[config.mk]
export PLATFORM = sky130hd
export DESIGN_NAME = lap_stopwatch
export DESIGN_NICKNAME = d
export VERILOG_FILES = /design/src/sv/lps_pkg.sv /design/src/sv/lps_lap_ram.sv /design/src/sv/lps_time.sv /design/src/sv/lap_stopwatch.sv
export SDC_FILE = /design/constraint.sdc
export NUM_CORES = 2
export LEC_CHECK = 0
export CAP_MARGIN = 20
export CORE_ASPECT_RATIO = 0.75
export CORE_UTILIZATION = 50
export DETAILED_ROUTE_END_ITERATION = 6
export DONT_BUFFER_PORTS = 1
export HOLD_SLACK_MARGIN = 0.1
export SYNTH_ARGS = -nofsm -noshare
export SYNTH_HDL_FRONTEND = slang
export SYNTH_SLANG_ARGS = --single-unit
[constraint.sdc]
create_clock -name clk -period 18.05 [get_ports clk]
set_input_delay 3.61 -clock clk [delete_from_list [all_inputs] [get_ports clk]]
set_output_delay 3.61 -clock clk [all_outputs]
set_load 0.05 [all_outputs]
[src/sv/lps_pkg.sv]
// Shared types and constants for the lap stopwatch.
// Used by lps_time and lap_stopwatch; depends on nothing.
`default_nettype none

package lps_pkg;

    // Command codes carried in func
    typedef enum logic [2:0] {
        FUNC_TICK   = 3'd0,
        FUNC_TOGGLE = 3'd1,
        FUNC_LAP    = 3'd2,
        FUNC_CLEAR  = 3'd3,
        FUNC_READ   = 3'd4
    } func_t;

    // Codes reported on run_state
    typedef enum logic [1:0] {
        RUN_READY  = 2'd0,
        RUN_ACTIVE = 2'd1,
        RUN_HELD   = 2'd2
    } run_state_t;

    // Configuration register indexes
    localparam logic CFG_LAP_LIMIT   = 1'b0;
    localparam logic CFG_SHOW_DELTAS = 1'b1;

    localparam int CFG_DATA_W  = 8;
    localparam int FUNC_W      = 3;
    localparam int INDEX_W     = 7;
    localparam int COUNT_W     = 8;
    localparam int TENTHS_W    = 4;
    localparam int SECONDS_W   = 6;

    // Digit wrap points
    localparam logic [TENTHS_W-1:0]  TENTHS_LAST  = 4'd9;
    localparam logic [SECONDS_W-1:0] SECONDS_LAST = 6'd59;
    localparam int TENTHS_PER_MINUTE = 600;

    // Reset values and parameter defaults
    localparam logic [CFG_DATA_W-1:0] LAP_LIMIT_RST   = 8'd20;
    localparam logic                  SHOW_DELTAS_RST = 1'b1;
    localparam int LAP_DEPTH_DEF = 128;
    localparam int TIME_BITS_DEF = 24;

    // Control from the command decoder to the time counter
    typedef struct packed {
        logic tick;
        logic clear;
    } time_ctl_t;

endpackage

`default_nettype wire

[src/sv/lps_lap_ram.sv]
// Lap duration store: one write port, one read port, registered read data.
// Depends on nothing outside this file.
`default_nettype none

module lps_lap_ram #(
    parameter int DEPTH  = 128,
    parameter int WIDTH  = 24,
    parameter int ADDR_W = 7
) (
    input  wire logic              clk,
    input  wire logic              we,
    input  wire logic [ADDR_W-1:0] waddr,
    input  wire logic [WIDTH-1:0]  wdata,
    input  wire logic              re,
    input  wire logic [ADDR_W-1:0] raddr,
    output logic      [WIDTH-1:0]  rdata
);

    logic [WIDTH-1:0] mem [DEPTH];

    // Store a lap duration
    always_ff @(posedge clk)
    begin
        if (we)
        begin
            mem[waddr] <= wdata;
        end
    end

    // Read one entry; hold the data until the next read
    always_ff @(posedge clk)
    begin
        if (re)
        begin
            rdata <= mem[raddr];
        end
    end

endmodule

`default_nettype wire

[src/sv/lps_time.sv]
// Elapsed time counter with minute, second and tenth digits kept alongside.
// Depends on lps_pkg.
`default_nettype none

module lps_time
    import lps_pkg::*;
#(
    parameter int TIME_BITS = TIME_BITS_DEF,
    parameter int MIN_BITS  = 15
) (
    input  wire logic                 clk,
    input  wire logic                 rst_n,
    input  wire time_ctl_t            ctl,
    output logic      [TIME_BITS-1:0] elapsed,
    output logic      [MIN_BITS-1:0]  minutes,
    output logic      [SECONDS_W-1:0] seconds,
    output logic      [TENTHS_W-1:0]  tenths,
    output logic                      at_max
);

    logic [TIME_BITS-1:0] elapsed_reg, elapsed_next;
    logic [MIN_BITS-1:0]  min_reg, min_next;
    logic [SECONDS_W-1:0] sec_reg, sec_next;
    logic [TENTHS_W-1:0]  ten_reg, ten_next;

    // Advance the digits in step with the binary count
    always_comb
    begin
        elapsed_next = elapsed_reg;
        min_next     = min_reg;
        sec_next     = sec_reg;
        ten_next     = ten_reg;
        if (ctl.clear)
        begin
            elapsed_next = '0;
            min_next     = '0;
            sec_next     = '0;
            ten_next     = '0;
        end
        else if (ctl.tick)
        begin
            elapsed_next = elapsed_reg + 1'b1;
            if (ten_reg == TENTHS_LAST)
            begin
                ten_next = '0;
                if (sec_reg == SECONDS_LAST)
                begin
                    sec_next = '0;
                    min_next = min_reg + 1'b1;
                end
                else
                begin
                    sec_next = sec_reg + 1'b1;
                end
            end
            else
            begin
                ten_next = ten_reg + 1'b1;
            end
        end
    end

    always_ff @(posedge clk or negedge rst_n)
    begin
        if (!rst_n)
        begin
            elapsed_reg <= '0;
            min_reg     <= '0;
            sec_reg     <= '0;
            ten_reg     <= '0;
        end
        else
        begin
            elapsed_reg <= elapsed_next;
            min_reg     <= min_next;
            sec_reg     <= sec_next;
            ten_reg     <= ten_next;
        end
    end

    assign elapsed = elapsed_reg;
    assign minutes = min_reg;
    assign seconds = sec_reg;
    assign tenths  = ten_reg;
    assign at_max  = &elapsed_reg;

`ifndef SYNTH
    a_tenths_range: assert property (@(posedge clk) disable iff (!rst_n)
        ten_reg <= TENTHS_LAST)
        else $error("tenths digit out of range");

    a_seconds_range: assert property (@(posedge clk) disable iff (!rst_n)
        sec_reg <= SECONDS_LAST)
        else $error("seconds digit out of range");

    a_tick_digit: assert property (@(posedge clk) disable iff (!rst_n)
        ctl.tick && !ctl.clear |=> (ten_reg == '0) == ($past(ten_reg) == TENTHS_LAST))
        else $error("tenths digit did not follow the tick");
`endif

endmodule

`default_nettype wire

[src/sv/lap_stopwatch.sv]
// Lap stopwatch top level: command decode, lap bookkeeping and result register.
// Depends on lps_pkg, lps_time and lps_lap_ram.
`default_nettype none

// One command is taken per clock while the result register is free or
// draining, so a new command may follow every cycle; each command gives
// exactly one result beat in the cycle after it is taken. A read lap command
// reads the lap memory at its own acceptance edge and the stored duration
// appears with that result. The time digits are kept as counters that
// follow the tick, so no divider sits in the output path. The lap store is
// not cleared after reset; only entries below laps_recorded are reported.
module lap_stopwatch
    import lps_pkg::*;
#(
    parameter int LAP_DEPTH = LAP_DEPTH_DEF,
    parameter int TIME_BITS = TIME_BITS_DEF,
    localparam longint TIME_MAX_L = (64'd1 << TIME_BITS) - 64'd1,
    localparam int MIN_BITS  = $clog2(TIME_MAX_L / TENTHS_PER_MINUTE + 1),
    localparam int ADDR_W    = (LAP_DEPTH > 1) ? $clog2(LAP_DEPTH) : 1
) (
    input  wire logic                   clk,
    input  wire logic                   rst_n,
    input  wire logic                   in_valid,
    output logic                        in_stall,
    input  wire logic [FUNC_W-1:0]      func,
    input  wire logic [INDEX_W-1:0]     lap_index,
    output logic                        out_valid,
    input  wire logic                   out_stall,
    output logic      [1:0]             run_state,
    output logic      [TIME_BITS-1:0]   elapsed_tenths,
    output logic      [MIN_BITS-1:0]    minutes,
    output logic      [SECONDS_W-1:0]   seconds,
    output logic      [TENTHS_W-1:0]    tenths_digit,
    output logic      [COUNT_W-1:0]     laps_recorded,
    output logic signed [TIME_BITS:0]   lap_delta,
    output logic                        delta_visible,
    output logic      [TIME_BITS-1:0]   lap_value,
    output logic                        lap_value_valid,
    output logic                        accepted,
    input  wire logic                   cfg_we,
    input  wire logic                   cfg_index,
    input  wire logic [CFG_DATA_W-1:0]  cfg_wdata
);

    logic [CFG_DATA_W-1:0] lap_limit_reg;
    logic                  show_deltas_reg;

    logic                  running_reg, running_next;
    logic [COUNT_W-1:0]    lap_cnt_reg, lap_cnt_next;
    logic [TIME_BITS-1:0]  lap_start_reg, lap_start_next;
    logic [TIME_BITS:0]    delta_reg, delta_next;
    logic [TIME_BITS-1:0]  prev_dur_reg;

    logic                  out_valid_reg, out_valid_next;
    logic                  accepted_reg, accepted_next;
    logic                  lap_valid_reg, lap_valid_next;

    logic                  take;
    logic                  lap_take;
    logic                  read_en;
    logic [TIME_BITS-1:0]  lap_dur;
    logic [TIME_BITS-1:0]  elapsed;
    logic                  at_max;
    logic [TIME_BITS-1:0]  rd_data;
    time_ctl_t             time_ctl;

    // Take a beat whenever the result register is empty or being drained
    assign in_stall = out_valid_reg && out_stall;
    assign take     = in_valid && !in_stall;

    assign lap_dur = elapsed - lap_start_reg;

    // Decode one command
    always_comb
    begin
        running_next   = running_reg;
        lap_cnt_next   = lap_cnt_reg;
        lap_start_next = lap_start_reg;
        delta_next     = delta_reg;
        accepted_next  = 1'b0;
        lap_valid_next = 1'b0;
        time_ctl       = '0;
        lap_take       = 1'b0;
        read_en        = 1'b0;
        if (take)
        begin
            unique case (func)
                FUNC_TICK:
                begin
                    if (running_reg && !at_max)
                    begin
                        time_ctl.tick = 1'b1;
                        accepted_next = 1'b1;
                    end
                end
                FUNC_TOGGLE:
                begin
                    running_next  = !running_reg;
                    accepted_next = 1'b1;
                end
                FUNC_LAP:
                begin
                    if (running_reg && (lap_cnt_reg < lap_limit_reg)
                        && (32'(lap_cnt_reg) < LAP_DEPTH))
                    begin
                        lap_take       = 1'b1;
                        lap_cnt_next   = lap_cnt_reg + 1'b1;
                        lap_start_next = elapsed;
                        accepted_next  = 1'b1;
                        if (lap_cnt_reg != '0)
                        begin
                            delta_next = {1'b0, lap_dur} - {1'b0, prev_dur_reg};
                        end
                        else
                        begin
                            delta_next = '0;
                        end
                    end
                end
                FUNC_CLEAR:
                begin
                    if (!running_reg)
                    begin
                        time_ctl.clear = 1'b1;
                        lap_cnt_next   = '0;
                        lap_start_next = '0;
                        delta_next     = '0;
                        accepted_next  = 1'b1;
                    end
                end
                FUNC_READ:
                begin
                    if ((COUNT_W'(lap_index) < lap_cnt_reg) && (32'(lap_index) < LAP_DEPTH))
                    begin
                        read_en        = 1'b1;
                        lap_valid_next = 1'b1;
                    end
                end
                default:
                begin
                    accepted_next = 1'b0;
                end
            endcase
        end
    end

    // Result register: fill on a taken beat, empty when drained
    always_comb
    begin
        if (take)
        begin
            out_valid_next = 1'b1;
        end
        else if (out_stall)
        begin
            out_valid_next = out_valid_reg;
        end
        else
        begin
            out_valid_next = 1'b0;
        end
    end

    // Configuration registers
    always_ff @(posedge clk or negedge rst_n)
    begin
        if (!rst_n)
        begin
            lap_limit_reg   <= LAP_LIMIT_RST;
            show_deltas_reg <= SHOW_DELTAS_RST;
        end
        else if (cfg_we)
        begin
            unique case (cfg_index)
                CFG_LAP_LIMIT:   lap_limit_reg   <= cfg_wdata;
                CFG_SHOW_DELTAS: show_deltas_reg <= cfg_wdata[0];
                default:         lap_limit_reg   <= lap_limit_reg;
            endcase
        end
    end

    // Control state
    always_ff @(posedge clk or negedge rst_n)
    begin
        if (!rst_n)
        begin
            running_reg   <= 1'b0;
            lap_cnt_reg   <= '0;
            lap_start_reg <= '0;
            delta_reg     <= '0;
            out_valid_reg <= 1'b0;
            accepted_reg  <= 1'b0;
            lap_valid_reg <= 1'b0;
        end
        else
        begin
            running_reg   <= running_next;
            lap_cnt_reg   <= lap_cnt_next;
            lap_start_reg <= lap_start_next;
            delta_reg     <= delta_next;
            out_valid_reg <= out_valid_next;
            if (take)
            begin
                accepted_reg  <= accepted_next;
                lap_valid_reg <= lap_valid_next;
            end
        end
    end

    // Keep a copy of the newest stored lap for the delta
    always_ff @(posedge clk)
    begin
        if (lap_take)
        begin
            prev_dur_reg <= lap_dur;
        end
    end

    lps_time #(
        .TIME_BITS (TIME_BITS),
        .MIN_BITS  (MIN_BITS)
    ) u_time (
        .clk     (clk),
        .rst_n   (rst_n),
        .ctl     (time_ctl),
        .elapsed (elapsed),
        .minutes (minutes),
        .seconds (seconds),
        .tenths  (tenths_digit),
        .at_max  (at_max)
    );

    lps_lap_ram #(
        .DEPTH  (LAP_DEPTH),
        .WIDTH  (TIME_BITS),
        .ADDR_W (ADDR_W)
    ) u_ram (
        .clk   (clk),
        .we    (lap_take),
        .waddr (ADDR_W'(lap_cnt_reg)),
        .wdata (lap_dur),
        .re    (read_en),
        .raddr (ADDR_W'(lap_index)),
        .rdata (rd_data)
    );

    // Drive the result beat from the settled state
    always_comb
    begin
        if (running_reg)
        begin
            run_state = RUN_ACTIVE;
        end
        else if (elapsed != '0)
        begin
            run_state = RUN_HELD;
        end
        else
        begin
            run_state = RUN_READY;
        end
    end

    assign out_valid       = out_valid_reg;
    assign elapsed_tenths  = elapsed;
    assign laps_recorded   = lap_cnt_reg;
    assign lap_delta       = delta_reg;
    assign delta_visible   = show_deltas_reg && (lap_cnt_reg > COUNT_W'(1)) && (delta_reg != '0);
    assign lap_value       = lap_valid_reg ? rd_data : '0;
    assign lap_value_valid = lap_valid_reg;
    assign accepted        = accepted_reg;

`ifndef SYNTH
    a_count_bound: assert property (@(posedge clk) disable iff (!rst_n)
        32'(lap_cnt_reg) <= LAP_DEPTH)
        else $error("lap count beyond store depth");

    a_lap_advance: assert property (@(posedge clk) disable iff (!rst_n)
        lap_take |=> lap_cnt_reg == $past(lap_cnt_reg) + 1'b1)
        else $error("lap count did not advance on a stored lap");

    a_read_quiet: assert property (@(posedge clk) disable iff (!rst_n)
        out_valid_reg && lap_valid_reg |-> !accepted_reg)
        else $error("read lap reported as a state change");

    a_stall_hold: assert property (@(posedge clk) disable iff (!rst_n)
        in_stall |=> $stable(lap_cnt_reg) && $stable(running_reg))
        else $error("state moved while the result beat was held");
`endif

endmodule

`default_nettype wire
==> impl_metrics.ini <==
[synth]
yosysSeqAreaShare = 0.760
synthFlopType = edfxtp_1
synthMuxAreaShare = 0.139
synth_enable_flop_cells = 3120
synthArstFlopShare = 0.0367
synth_cell_types = 86
ys_ff_latch = 3239
synth_cells = 6561
synthSimpleGateAreaFrac = 0.0323
ys_top_cells_by_area = edfxtp_1 (74%), mux4_2 (8.9%), mux2i_1 (4.7%)
synth_fa_ha_area_frac = 0.00690
syn_avg_cell_area_sq_um = 19.4
synth_largest_area_cell = edfxtp_1
synth_area_sq_um = 127000
synth_top_family_by_area = multiplexers
synthXorXnorAreaFrac = 0.00509
synth_compound_area_frac = 0.0423
netlist.area_leader.share = 0.736
synth_nets = 6654
synth_warnings = 0

[final_layout]
postLayoutCellArea_sq_um = 143000
layout_commonest_cell = edfxtp_1
area_growth_pct = 12.0
multi_input_area_sq_um = 29400
largest-register = u_ram.mem
final_cell_mix = edfxtp_1 (3120), mux2i_1 (601), mux4_2 (504)
ff_latch_area_sq_um = 96700
nFillCells = 18700
fin_cells = 10400
fin_nets = 6832
largest_reg_flops = 3072
drive_gt1_frac = 0.197

[run]
drv.max_cap_violation_count = 0

[clocking]
cts_hold_buf = 0
cts.path.max_buffers = 4
cts_tree = yes
numCtsBuffers = 316
cts-resized-gates = 0
worstSkewPairLatency_ns = 0.87
htree_levels = 5
cts_setup_buffers = 0
clock-sinks = 3239
clk_pin_slew_ns = 0.06
root_buffer = clkbuf_16

[critical_path]
required_ns = 14.44
reg2reg_depth = 18
slowest_stage = and2_1
cp_slowest_stage_delay_ns = 0.44
reg2reg_to = lap_delta[23]
cp_max_fo = 2
crit_type = primary input to primary output
crit_path_end_kind = primary output
worstSetupStartpointType = primary input
worst_ep_arrival_time_ns = 4.05
r2r_setup_slack_ns = 12.05
path_buf_inv = 0
reg2reg_from = u_time.elapsed[0]
critical-path-top-delay-family = simple AND/OR/NAND/NOR gates
crit_chain = and2_1

[placement]
placed_cell_area_sq_um = 132000
dp_cells = 9790
dpl.hpwl_um = 192000
globalplace.congestion = 0.846
port_buffers = 0

[global_route]
grtUsageMet1 = 0.408
track_usage = 0.271
antenna_found_initial = 31
busiest_layer = met1
grt_max_degree = 486
grt.overflow.total = 0
use_met3 = 0.0488
grt_pass1_wl_um = 491000
grtUsageMet2 = 0.408
grt_pass1_vias = 63700

[outcome]
status = finished with violations
violations = max-slew violations

[timing]
fin_skew_ns = 0.0402
timing.hold.ws_ns = 0.464
finalHoldViolations = 0
timing.setup.tns_ns = 0
post-route-period-util = 0.424
worstMarginPinSlew_ns = 1.60
clock.fmax_mhz = 131
min_period_ns = 7.66
relSlewSlack = -0.0697
rsz0062_at_grt = no
final-setup-viol-count = 0
report.final.slew_viol_count = 230

[detailed_routing]
wire_per_inst_um = 33.8
vias_per_cell = 6.38
dr.pass1.iters = 5
dr.first_iter.drc_count = 8474
vias = 66100
routed_wl_um = 350000
drcViolationCount = 0
ant_nets = 0

[power]
p_comb_frac = 0.201
finalPower_uw = 21400
switching_share = 0.305
p_int_uw = 14900
powerDensity_nw_per_um2 = 151
p_seq_frac = 0.501
clock_power_share = 0.298
p_sw_uw = 6540
irDropWorstVdd_mv = 0.349
p_leak_uw = 0.0467

[min_path]
holdPathStages = 2
hold_end = lap_start_reg[16]
min-delay-start = lap_start_reg[16]
hold_path_class = flop to flop

[die]
die_h_um = 439
ios = 137
fp.dieArea_sq_um = 256000
die_x_um = 584
coreArea_sq_um = 252000
start_util = 0.506
std_cell_rows = 159
-- worst register-to-register path, stage by stage (launching register included) --
cell and delay (ns):
dfrtp_1 0.64, inv_1 0.26, ha_1 0.21, fa_1 0.25, nor2b_1 0.08, o31a_1 0.31, o32ai_1 0.73, o21bai_1 0.35
a21o_1 0.26, a21oi_1 0.22, xnor2_2 0.13, buf_4 0.69, ha_1 0.48, nand4_1 0.15, or2_2 0.32, o221ai_1 0.38
a211oi_1 0.16, xor2_1 0.17, o21ai_0 0.15
-- cells in the mapped netlist, drive strengths merged (9+ instances only) --
library cell	n
nand3	155
a21o	15
and3	39
nor4	15
o211ai	30
xor2	46
a211oi	10
nand2	235
ha	67
nor2	225
o21ai	67
mux2	26
mux2i	601
clkbuf	206
o31ai	17
mux4	504
edfxtp	3120
nand4	80
dfrtp	116
inv	83
a221oi	48
a31oi	61
a21oi	73
a22oi	361
nor2b	9
buf	159
a22o	25
nor3	21
and2	28
xnor2	28
-- area by class of cell --
cell class	instances	share of cell area
Multi-Input combinational cell	2874	0.207
Clock inverter	149	0.00888
Timing Repair Buffer	225	0.0146
Sequential cell	3239	0.678
Inverter	83	0.00222
Clock buffer	397	0.0595
Tap cell	3381	0.0297
Antenna cell	12	0.000211
-- power by group through the flow --
stage          Combinational, uW  Sequential, uW  Clock (uW)
2_1_floorplan               1990           11300           0
3_3_place_gp                4040           10900           0
3_5_place_dp                4220           10900           0
4_1_cts                     4220           10800        6480
5_1_grt                     4540           10700        6740
6_report                    4320           10700        6390
-- cells by family (layout without fill, tap and decap cells) --
group | after synthesis | after routing
AO/OA/AOI/OAI | 750 | 750
XOR/XNOR | 74 | 74
adder cells (fa/ha/maj) | 69 | 69
buffers and inverters | 448 | 854
flip-flops | 3239 | 3239
multiplexers | 1131 | 1131
other | 0 | 12
AND/OR/NAND/NOR | 850 | 850
-- layer usage --
layer	up-vias	share of wire
met5	-	0.00018
li1	27300	-
met1	35200	0.43
met4	8	0.031
met3	533	0.088
met2	3058	0.45
-- how the worst max path moves through the flow --
stage	to	depth (start not counted)	from	slack [ns]
after floorplan	lap_delta[23]	16	u_time.elapsed[0]	5.12
after global placement	u_ram.rdata[4]	10	lap_index[2]	10.11
after detailed placement	u_ram.rdata[15]	10	lap_index[2]	10.01
after CTS	in_stall	1	out_stall	10.39
after global routing	delta_visible	5	laps_recorded[3]	10.37
final	in_stall	1	out_stall	10.39
-- metrics by stage --
step | worst slack, ns | util
after CTS | 10.39 | 0.565
after floorplan | 5.12 | -
after global routing | 10.37 | 0.566
after global placement | 10.11 | 0.526
final | 10.39 | 0.566
after detailed placement | 10.01 | 0.526
No activity file was read; power rests on OpenSTA's default activity.
